File: src/hdl/assert_macros.svh
`ifndef ASSERT_MACROS_SVH
`define ASSERT_MACROS_SVH

// Concurrent check on an explicit clock and active-low reset.
`define ASSERT_ON_CLK(label, clk, rst_n, prop, msg) \
  label: assert property (@(posedge clk) disable iff (!rst_n) prop) \
    else $error(msg);

// Concurrent check on the block's own clock and reset.
`define ASSERT_DEFAULT(label, prop, msg) \
  `ASSERT_ON_CLK(label, clk_i, rst_ni, prop, msg)

`endif

File: src/hdl/tpc_pkg.sv
`timescale 1ns / 1ps

package tpc_pkg;

  // Field widths
  localparam int unsigned TEMP_W  = 12;
  localparam int unsigned DUTY_W  = 7;
  localparam int unsigned ERR_W   = 14;
  localparam int unsigned GAIN_W  = 24;
  localparam int unsigned PROD_W  = 39;
  localparam int unsigned STATE_W = 48;
  localparam int unsigned SP_W    = 8;
  localparam int unsigned BAND_W  = 11;
  localparam int unsigned LIMIT_W = 30;
  localparam int unsigned CFG_IDX_W  = 3;
  localparam int unsigned CFG_DATA_W = 32;

  // Register indexes
  localparam logic [CFG_IDX_W-1:0] REG_SETPOINT    = 3'd0;
  localparam logic [CFG_IDX_W-1:0] REG_BAND        = 3'd1;
  localparam logic [CFG_IDX_W-1:0] REG_MAX_INTEG   = 3'd2;
  localparam logic [CFG_IDX_W-1:0] REG_GAIN_P      = 3'd3;
  localparam logic [CFG_IDX_W-1:0] REG_GAIN_I      = 3'd4;
  localparam logic [CFG_IDX_W-1:0] REG_GAIN_M      = 3'd5;

  // Register reset values
  localparam logic [SP_W-1:0]    RST_SETPOINT    = 8'd0;
  localparam logic [BAND_W-1:0]  RST_BAND        = 11'd50;
  localparam logic [LIMIT_W-1:0] RST_MAX_INTEG   = 30'd13107200;
  localparam logic [GAIN_W-1:0]  RST_GAIN_P      = 24'd196608;
  localparam logic [GAIN_W-1:0]  RST_GAIN_I      = 24'd655;
  localparam logic [GAIN_W-1:0]  RST_GAIN_M      = 24'd32768;

  // Duty scaling: total carries 16 fraction bits in tenths, so percent = total / 655360.
  localparam logic signed [STATE_W-1:0] DUTY_OVER = 48'sd66191360; // 101 percent
  localparam logic [DUTY_W-1:0]         DUTY_MAX  = 7'd100;
  localparam logic [7:0]                DIV10_MUL = 8'd205;        // exact below 1029

  typedef struct packed {
    logic [SP_W-1:0]    setpoint;
    logic [BAND_W-1:0]  band;
    logic [LIMIT_W-1:0] max_integral;
    logic [GAIN_W-1:0]  gain_p;
    logic [GAIN_W-1:0]  gain_i;
    logic [GAIN_W-1:0]  gain_m;
  } cfg_t;

  // Truncated percent, clamped to 0..100.
  function automatic logic [DUTY_W-1:0] duty_from_total(input logic signed [STATE_W-1:0] total);
    logic [9:0]  whole;
    logic [17:0] scaled;
    whole  = total[25:16];
    scaled = 18'(whole) * 18'(DIV10_MUL);
    if (total <= 0) begin
      return '0;
    end else if (total >= DUTY_OVER) begin
      return DUTY_MAX;
    end else begin
      return scaled[17:11];
    end
  endfunction

endpackage

File: src/hdl/tpc_cfg_regs.sv
`timescale 1ns / 1ps

module tpc_cfg_regs (
  input  logic                              clk_i,
  input  logic                              rst_ni,
  input  logic                              cfg_valid_i,
  output logic                              cfg_ready_o,
  input  logic [tpc_pkg::CFG_IDX_W-1:0]     cfg_index_i,
  input  logic [tpc_pkg::CFG_DATA_W-1:0]    cfg_data_i,
  output tpc_pkg::cfg_t                     cfg_o
);
  import tpc_pkg::*;

  cfg_t cfg_q;

  assign cfg_ready_o = 1'b1;
  assign cfg_o       = cfg_q;

  always_ff @(posedge clk_i or negedge rst_ni) begin
    if (!rst_ni) begin
      cfg_q.setpoint     <= RST_SETPOINT;
      cfg_q.band         <= RST_BAND;
      cfg_q.max_integral <= RST_MAX_INTEG;
      cfg_q.gain_p       <= RST_GAIN_P;
      cfg_q.gain_i       <= RST_GAIN_I;
      cfg_q.gain_m       <= RST_GAIN_M;
    end else if (cfg_valid_i && cfg_ready_o) begin
      // keep the low bits of the data, drop writes to unknown indexes
      case (cfg_index_i)
        REG_SETPOINT:  cfg_q.setpoint     <= cfg_data_i[SP_W-1:0];
        REG_BAND:      cfg_q.band         <= cfg_data_i[BAND_W-1:0];
        REG_MAX_INTEG: cfg_q.max_integral <= cfg_data_i[LIMIT_W-1:0];
        REG_GAIN_P:    cfg_q.gain_p       <= cfg_data_i[GAIN_W-1:0];
        REG_GAIN_I:    cfg_q.gain_i       <= cfg_data_i[GAIN_W-1:0];
        REG_GAIN_M:    cfg_q.gain_m       <= cfg_data_i[GAIN_W-1:0];
        default: ;
      endcase
    end
  end

endmodule

File: src/hdl/temperature_pi_controller.sv
`timescale 1ns / 1ps
// Channel  | Direction | Handshake              | Payload
// ---------+-----------+------------------------+------------------------------------
// in       | in        | in_valid_i, in_stall_o | temperature_tenths_i
// out      | out       | out_valid_o,out_stall_i| duty_percent_o, measured_temp_o
// cfg      | in        | cfg_valid_i,cfg_ready_o| cfg_index_i, cfg_data_i
//
// One sample per cycle when the output does not stall; the result becomes valid
// after the input register, then the product, total and result registers.
// Integrator and history line update as a sample leaves the product register.
// Reset clears the integrator, the history line and all stage valids.
// Each stage advances when the stage after it is empty or moving, so a stalled
// output still lets up to three more samples enter before in_stall_o rises.
`include "assert_macros.svh"

module temperature_pi_controller #(
  parameter int unsigned HISTORY_DEPTH = 5
) (
  input  logic                                  clk_i,
  input  logic                                  rst_ni,
  input  logic                                  cfg_valid_i,
  output logic                                  cfg_ready_o,
  input  logic [tpc_pkg::CFG_IDX_W-1:0]         cfg_index_i,
  input  logic [tpc_pkg::CFG_DATA_W-1:0]        cfg_data_i,
  input  logic                                  in_valid_i,
  output logic                                  in_stall_o,
  input  logic signed [tpc_pkg::TEMP_W-1:0]     temperature_tenths_i,
  output logic                                  out_valid_o,
  input  logic                                  out_stall_i,
  output logic [tpc_pkg::DUTY_W-1:0]            duty_percent_o,
  output logic signed [tpc_pkg::TEMP_W-1:0]     measured_temp_o
);
  import tpc_pkg::*;

  cfg_t cfg;

  tpc_cfg_regs u_cfg (
    .clk_i       (clk_i),
    .rst_ni      (rst_ni),
    .cfg_valid_i (cfg_valid_i),
    .cfg_ready_o (cfg_ready_o),
    .cfg_index_i (cfg_index_i),
    .cfg_data_i  (cfg_data_i),
    .cfg_o       (cfg)
  );

  // Stage valids and enables
  logic s0_valid_q, s1_valid_q, s2_valid_q, out_valid_q;
  logic en0, en1, en2, en3;
  logic s1_fire;

  assign en3     = !out_valid_q || !out_stall_i;
  assign en2     = !s2_valid_q || en3;
  assign en1     = !s1_valid_q || en2;
  assign en0     = !s0_valid_q || en1;
  assign s1_fire = s1_valid_q && en2;

  assign in_stall_o  = !en0;
  assign out_valid_o = out_valid_q;

  // Stage 0: input register
  logic signed [TEMP_W-1:0] s0_temp_q;

  // Stage 0 -> 1: error and the three products
  logic [TEMP_W-1:0]         sp_tenths;
  logic signed [ERR_W-1:0]   err;
  logic signed [PROD_W-1:0]  prod_p, prod_i, prod_m;
  logic                      err_neg, in_band;

  assign sp_tenths = {1'b0, cfg.setpoint, 3'b000} + {3'b000, cfg.setpoint, 1'b0};
  assign err       = $signed({2'b00, sp_tenths})
                   - $signed({{(ERR_W-TEMP_W){s0_temp_q[TEMP_W-1]}}, s0_temp_q});
  assign err_neg   = err[ERR_W-1];
  assign in_band   = !err_neg && (err < $signed({{(ERR_W-BAND_W){1'b0}}, cfg.band}));
  assign prod_p    = $signed({{(PROD_W-GAIN_W){1'b0}}, cfg.gain_p}) * PROD_W'(err);
  assign prod_i    = $signed({{(PROD_W-GAIN_W){1'b0}}, cfg.gain_i}) * PROD_W'(err);
  assign prod_m    = $signed({{(PROD_W-GAIN_W){1'b0}}, cfg.gain_m}) * PROD_W'(err);

  // Stage 1: product register
  logic signed [PROD_W-1:0] s1_prod_p_q, s1_prod_i_q, s1_prod_m_q;
  logic                     s1_neg_q, s1_band_q;
  logic signed [TEMP_W-1:0] s1_temp_q;

  // Controller state
  logic signed [STATE_W-1:0] integ_q, integ_d, integ_base;
  logic signed [STATE_W-1:0] hsum_q, hsum_d;
  logic signed [STATE_W-1:0] hist_q [HISTORY_DEPTH];
  logic signed [STATE_W-1:0] p_ext, i_ext, m_ext, prop, integ_lim;
  logic signed [STATE_W-1:0] total_d;

  assign p_ext     = {{(STATE_W-PROD_W){s1_prod_p_q[PROD_W-1]}}, s1_prod_p_q};
  assign i_ext     = {{(STATE_W-PROD_W){s1_prod_i_q[PROD_W-1]}}, s1_prod_i_q};
  assign m_ext     = {{(STATE_W-PROD_W){s1_prod_m_q[PROD_W-1]}}, s1_prod_m_q};
  assign integ_lim = $signed({{(STATE_W-LIMIT_W){1'b0}}, cfg.max_integral});

  always_comb begin
    if (s1_neg_q) begin
      integ_base = i_ext;
    end else if (s1_band_q) begin
      integ_base = integ_q + i_ext;
    end else begin
      integ_base = integ_q;
    end
    integ_d = (integ_base > integ_lim) ? integ_lim : integ_base;
    prop    = s1_neg_q ? '0 : p_ext;
    // running sum: add the newest entry, drop the oldest
    hsum_d  = hsum_q + m_ext - hist_q[HISTORY_DEPTH-1];
    total_d = prop + integ_d + hsum_d;
  end

  // Stage 2: total register
  logic signed [STATE_W-1:0] s2_total_q;
  logic signed [TEMP_W-1:0]  s2_temp_q;

  // Result register
  logic [DUTY_W-1:0]         out_duty_q;
  logic signed [TEMP_W-1:0]  out_temp_q;

  assign duty_percent_o  = out_duty_q;
  assign measured_temp_o = out_temp_q;

  always_ff @(posedge clk_i or negedge rst_ni) begin
    if (!rst_ni) begin
      s0_valid_q  <= 1'b0;
      s1_valid_q  <= 1'b0;
      s2_valid_q  <= 1'b0;
      out_valid_q <= 1'b0;
    end else begin
      if (en0) begin
        s0_valid_q <= in_valid_i;
      end
      if (en1) begin
        s1_valid_q <= s0_valid_q;
      end
      if (en2) begin
        s2_valid_q <= s1_valid_q;
      end
      if (en3) begin
        out_valid_q <= s2_valid_q;
      end
    end
  end

  always_ff @(posedge clk_i) begin
    if (en0 && in_valid_i) begin
      s0_temp_q <= temperature_tenths_i;
    end
    if (en1 && s0_valid_q) begin
      s1_prod_p_q <= prod_p;
      s1_prod_i_q <= prod_i;
      s1_prod_m_q <= prod_m;
      s1_neg_q    <= err_neg;
      s1_band_q   <= in_band;
      s1_temp_q   <= s0_temp_q;
    end
    if (s1_fire) begin
      s2_total_q <= total_d;
      s2_temp_q  <= s1_temp_q;
    end
    if (en3 && s2_valid_q) begin
      out_duty_q <= duty_from_total(s2_total_q);
      out_temp_q <= s2_temp_q;
    end
  end

  always_ff @(posedge clk_i or negedge rst_ni) begin
    if (!rst_ni) begin
      integ_q <= '0;
      hsum_q  <= '0;
      for (int k = 0; k < HISTORY_DEPTH; k++) begin
        hist_q[k] <= '0;
      end
    end else if (s1_fire) begin
      integ_q <= integ_d;
      hsum_q  <= hsum_d;
      for (int k = HISTORY_DEPTH - 1; k > 0; k--) begin
        hist_q[k] <= hist_q[k-1];
      end
      hist_q[0] <= m_ext;
    end
  end

  `ASSERT_DEFAULT(duty_in_range_a, out_valid_o |-> (duty_percent_o <= DUTY_MAX), "duty high")
  `ASSERT_DEFAULT(stall_full_a, in_stall_o |-> (s0_valid_q && s1_valid_q && s2_valid_q), "stall")
  `ASSERT_DEFAULT(integ_limited_a, s1_fire |=> (integ_q <= $past(integ_lim)), "windup")

endmodule
File: config.mk
export PLATFORM = sky130hd
export DESIGN_NAME = temperature_pi_controller
export DESIGN_NICKNAME = d
export VERILOG_FILES = /design/src/hdl/tpc_pkg.sv /design/src/hdl/tpc_cfg_regs.sv /design/src/hdl/temperature_pi_controller.sv
export VERILOG_INCLUDE_DIRS = /design/src /design/src/hdl
export SDC_FILE = /design/constraint.sdc
export NUM_CORES = 2
export LEC_CHECK = 0
export BUFFER_PORTS_ARGS = -buffer_cell sky130_fd_sc_hd__buf_2
export CORE_MARGIN = 3
export CORE_UTILIZATION = 60
export DETAILED_ROUTE_END_ITERATION = 8
export PLACE_DENSITY = 0.84
export SYNTH_ARGS = -nofsm -noshare
export SYNTH_HDL_FRONTEND = slang
export SYNTH_HIERARCHICAL = 1
export SYNTH_SLANG_ARGS = --single-unit
File: constraint.sdc
create_clock -name clk_i -period 9.1 [get_ports clk_i]
set_clock_uncertainty 0.05 [all_clocks]
set_input_delay 1.82 -clock clk_i [delete_from_list [all_inputs] [get_ports clk_i]]
set_output_delay 1.82 -clock clk_i [all_outputs]
set_load 0.005 [all_outputs]
Word-level counts from Yosys, hierarchy flattened:

Index checks and enable logic that the tools add are counted.

* register bits after elaboration: 638
* memories kept: 0
* word-level logic and storage cells: 78
* latch bits: 0
* output and inout bits: 22
* memory bits (read-only): 0
* RAM bits: 0

* reduce and logical (&&, ||, !) cells: 24
* eq/ne operators: 5
* shift operators: 0
* order comparisons: 4
* bitwise operators: 0
* add/sub/neg operators: 7
* multiply operators: 4
* mux-type cells: 5
* divide/modulo/power cells: 0

Operators with widths (count)
* $mux 48: 4
* $mul 25x14->39: 3
* $add 48x39->48: 2
* $add 48x48->48: 2
* $ge 48x27->1 const B: 1
* $gt 48x31->1: 1
* $le 48x1->1 const B: 1
* $sub 48x39->48: 1
* $mul 10x8->18 const B: 1
* $lt 14x12->1: 1
* $sub 13x12->14: 1
* $add 11x9->12: 1
* $reduce_and 2->1: 6
* $logic_not 1->1: 7
* $mux 7: 1
* $eq 3x2->1 const B: 2
* $eq 3x3->1 const B: 2
* $logic_and 1x1->1: 5
* $logic_or 1x1->1: 4
* $eq 3x1->1 const B: 1
* $logic_not 3->1: 1
* $reduce_or 2->1: 1

Logic depth before layout (Yosys ltp):

* word-level depth: 7
* depth in mapped cells: 45
* gate-level depth less buffers: 44

Hierarchy:

Netlist, hierarchy kept.

Modules (own cells, without submodules)
* temperature_pi_controller: cells an instance 7281, area each 65999.5 um2, instances 1
* tpc_cfg_regs: cells an instance 262, area each 4727.0 um2, instances 1

Worst setup path after synthesis:

No wires, ideal clock.

* kind: register to register
* start: register u_cfg.cfg_q, in the netlist u_cfg/cfg_o[113]
* end: register s1_prod_p_q[38] (data pin)
* stages on the path, launching flop included: 40
* setup time: 0.260 ns
* data required time: 8.790 ns
* arrival: 9.501 ns
* slack: -0.711 ns
* cells stage by stage: dfrtp_1 ha_1 inv_1 fa_1 inv_1 ha_1 o21ai_0 a21boi_0 o21ai_0 nand2b_1 a21o_1 a21oi_1 o21ai_0 a21oi_1 xnor2_1 clkbuf_1 clkbuf_1 inv_1 [4 not listed] fa_1 inv_1 fa_1 inv_1 ha_1 a21o_1 a21o_1 a2111oi_0 o21ai_0 o311ai_0 a21boi_0 o31ai_1 a21o_1 nand2_1 a2111oi_0 o21ai_0 a21oi_1 xnor2_1

* cells in the longest elaborated chain, start to end: 3

RTL lines
* from (decl): RTL line tpc_cfg_regs.sv:14 `cfg_t cfg_q;`
* $add 11x9->12: RTL line temperature_pi_controller.sv:70 `assign sp_tenths = {1'b0, cfg.setpoint, 3'b000} + {3'b000, cfg.setpoint, 1'b0};`
* $sub 13x12->14: RTL line temperature_pi_controller.sv:72 `- $signed({{(ERR_W-TEMP_W){s0_temp_q[TEMP_W-1]}}, s0_temp_q});`
* via err[13]: RTL line temperature_pi_controller.sv:66 `logic signed [ERR_W-1:0] err;`
* $mul 25x14->39: RTL line temperature_pi_controller.sv:75 `assign prod_p = $signed({{(PROD_W-GAIN_W){1'b0}}, cfg.gain_p}) * PROD_W'(err);`
* via prod_p[38]: RTL line temperature_pi_controller.sv:67 `logic signed [PROD_W-1:0] prod_p, prod_i, prod_m;`
* to (signal assigned): RTL line temperature_pi_controller.sv:149 `s1_prod_p_q <= prod_p;`
* to (decl): RTL line temperature_pi_controller.sv:80 `logic signed [PROD_W-1:0] s1_prod_p_q, s1_prod_i_q, s1_prod_m_q;`

The timed path passes the listed nets, and every way through them passes these cells.
A chain may end at the register's enable or synchronous reset.

Worst setup path after layout:

* start: register u_cfg.cfg_q, in the netlist u_cfg/cfg_o[116]
* end: register s1_prod_p_q[36] (data pin)

* cells in the longest elaborated chain, start to end: 3

RTL lines (RTL line)
* $add 11x9->12: temperature_pi_controller.sv:70
* $sub 13x12->14: temperature_pi_controller.sv:72
* $mul 25x14->39: temperature_pi_controller.sv:75
* via prod_p[36]: temperature_pi_controller.sv:67

The timed path passes the listed nets, and every way through them passes these cells.

==> flow_summary.toml <==
[finish]
drive_above_1_share_pct = 16.3
syn2layout_area_growth_pct = 14.6
fin_nets = 9544
stdcell_count = 9552

[setup_path]
crit_required_ns = 9.46
path_class = "flip-flop to flip-flop"
crit_top_cell = "fa_1"
cp_max_fo = 3
endpoint_kind = "flip-flop"
arrival_ns = 10.18
crit_path_start_kind = "flip-flop"
cpLargestDelayFamily = "adder cells"
critPathBufInv = 7
worst_path_max_delay_cell = "fa_1"
crit_path_max_incr_delay_ns = 0.59

[clock_network]
cts_tree = "done"
cts.sinks = 638
numCtsBuffers = 72
clk_pin_slew_ns = 0.06
cts_buffer_depth = 3
htreeDepth = 3
cts_root_buffer = "clkbuf_16"
insertion_delay_ns = 0.68

[synthesis]
synth_edf_count = 222
ys_seq_area_share_pct = 24.2
synth_ff_type = "dfrtp_1"
yosysTopAreaCellShare_pct = 25.5
syn-num-nets = 9136
synthArstFlopShare_pct = 65.2
syn_avg_cell_area_um2 = 9.38
netlist_top_cells_area = "fa_1 26%, dfrtp_1 14%, ha_1 11%, edfxtp_1 9.4%, nand2_1 7.0%"
synth_cell_types = 95
ys_ff_latch = 638
postSynthCellCount = 7543
ys.warnings.count = 6
syn-cell-area_um2 = 70700
synth_top_cell_by_area = "fa_1"

[global_routing]
grt_pass1_vias = 59100
grt_max_degree = 250
grt_usage_pct = 33.4
grt_antenna_before_repair = 18
grt_overflow_total = 0
grt_first_pass_wirelength_mm = 319

[job]
maxCapViolCount = 0

[die]
rows = 125
start_util_pct = 60.7
die_width_um = 349
pin_count = 74
die_h_um = 349
core_um2 = 117000
design.die.area_um2 = 122000

[drt]
wl_per_cell_um = 22.1
drtIter0Drc = 5974
drc = 0
viasPerCell = 5.99
dr.pass1.iters = 6
antenna_left = 0
wl_mm = 211
num_vias = 57200

[status]
status = "finished with violations"
violations = "negative setup slack"

[timing]
hold_ws_ns = 0.364
setup_slack_ns = -0.716
max_freq_mhz = 102
tightestPinTransition_ns = 1.25
rsz0062_at_grt = "yes"
setup_viol = 38
period_minus_slack_ns = 9.82
maxSlewHeadroom_pct = 16.2
hold_viol_final = 0
slew_viol_final = 0
finalCritPeriodShare_pct = 108

[min_path]
worstHoldPathType = "flip-flop to flip-flop"

[placement]
io_buffers = 70
gp_congestion = 0.976
dp_cells = 9292
hpwlAfterDp_mm = 150
==> final timing paths <==
check                                 start                  to  depth (start not counted)  slack, ns
min in group asynchronous            rst_ni         hist_q[202]                          1       1.21
hold / removal                 s2_temp_q[6]  measured_temp_o[6]                          0       0.36
hold reg to reg                s2_temp_q[6]  measured_temp_o[6]                          0       0.36
setup / recovery           u_cfg/cfg_o[116]     s1_prod_p_q[36]                         38      -0.72
max in group asynchronous            rst_ni     u_cfg/cfg_o[33]                          3       5.89
setup reg to reg           u_cfg/cfg_o[116]     s1_prod_p_q[36]                         38      -0.72
==> layer usage <==
layer / share of wire (%) / wire, um / vias up / global-route usage, %
met5: 0.037 / 78 / - / 0
met4: 6.4 / 13500 / 10 / 16.2
met3: 11 / 23200 / 927 / 8.03
met2: 46 / 96400 / 3330 / 53.1
met1: 37 / 77800 / 28100 / 43.1
li1: - / - / 24800 / -
==> cell families (layout without fill, tap and decap cells) <==
group / count (synthesis) / count (layout) / share of synthesized area [%]
AO/OA/AOI/OAI: 1036 / 1036 / 9.37
XOR/XNOR: 249 / 249 / 3.08
adder cells (fa/ha/maj): 1541 / 1541 / 36.8
buffers and inverters: 1592 / 2060 / 8.63
flip-flops: 638 / 638 / 24.2
multiplexers: 195 / 195 / 3.09
other: 1 / 18 / 0.00530
AND/OR/NAND/NOR: 2291 / 2291 / 14.8
==> synthesized netlist by cell type (27+ instances only) <==
| cell type | n |
|---|---|
| xor2_1 | 86 |
| mux2_2 | 107 |
| nand3_1 | 38 |
| a21o_1 | 143 |
| nor2b_1 | 45 |
| nor2_1 | 218 |
| a31oi_1 | 27 |
| clkbuf_1 | 276 |
| nand2b_1 | 37 |
| inv_1 | 1273 |
| nand2_1 | 1322 |
| or2_2 | 38 |
| nand4_1 | 40 |
| a21oi_1 | 288 |
| xnor2_1 | 163 |
| o21a_1 | 62 |
| fa_1 | 901 |
| dfrtp_1 | 401 |
| o21bai_1 | 48 |
| and3_1 | 32 |
| o21ai_0 | 257 |
| edfxtp_1 | 222 |
| nor3_1 | 67 |
| and2_1 | 392 |
| ha_1 | 640 |
| mux2i_1 | 68 |
==> sequential cells by signal (all words and copies together) (netlist names), 39 cells and up <==
name and flops:
hsum_q 48, s1_prod_p_q 39, s2_total_q 48, hist_q 195, s1_prod_i_q 39, s1_prod_m_q 39, u_cfg/cfg_o 121, integ_q 48
==> metrics by stage <==
step           setup slack (ns)  instance area (um2)  setup TNS, ns  util [%]
6_report                 -0.716                81100          -9.45      69.6
4_1_cts                  -0.267                79300          -1.09      68.1
3_3_place_gp             -0.977                75600         -13.34      64.9
2_1_floorplan          0.000458                70800              0         -
3_5_place_dp              -1.12                75600         -17.26      64.9
5_1_grt                  -0.939                81000         -21.58      69.5
==> area by class of cell <==
type | count | area (um2)
Fill cell | 7751 | 35500
Inverter | 1273 | 4790
Antenna cell | 17 | 42.5
Sequential cell | 638 | 17100
Clock inverter | 48 | 563
Clock buffer | 86 | 1980
Multi-Input combinational cell | 5313 | 49300
Tap cell | 1524 | 1910
Timing Repair Buffer | 653 | 5380
==> placed cells by master (no fill, tap or decap), types with 30 or more instances in the layout <==
master and count:
and2_1 381, nand2b_1 35, clkbuf_16 83, buf_2 69, buf_4 511, o21ai_0 213
xor2_1 77, buf_6 31, ha_1 605, or2_2 32, ha_4 30, o21a_1 62
nor2b_1 40, a21oi_2 58, nor2_1 208, a21oi_1 228, dfrtp_1 401, edfxtp_1 222
nand4_1 40, inv_1 1244, a21o_1 143, fa_1 873, nand2_1 1310, nand3_1 36
o21bai_1 46, xnor2_1 149, mux2i_1 65, mux2_2 106, nor3_1 59
==> repair_timing <==
| item | in CTS | in global routing |
|---|---|---|
| gates resized for setup | 179 | 267 |
| endpoints found under the setup margin | 48 | 67 |
| hold buffers | 0 | 0 |
| buffers inserted | 50 | 67 |
| pin swaps | 101 | 172 |
| cloned | 1 | 7 |
Power is not shown: default switching activity piles up to over one toggle a cycle in this logic, so the estimate is an artifact.
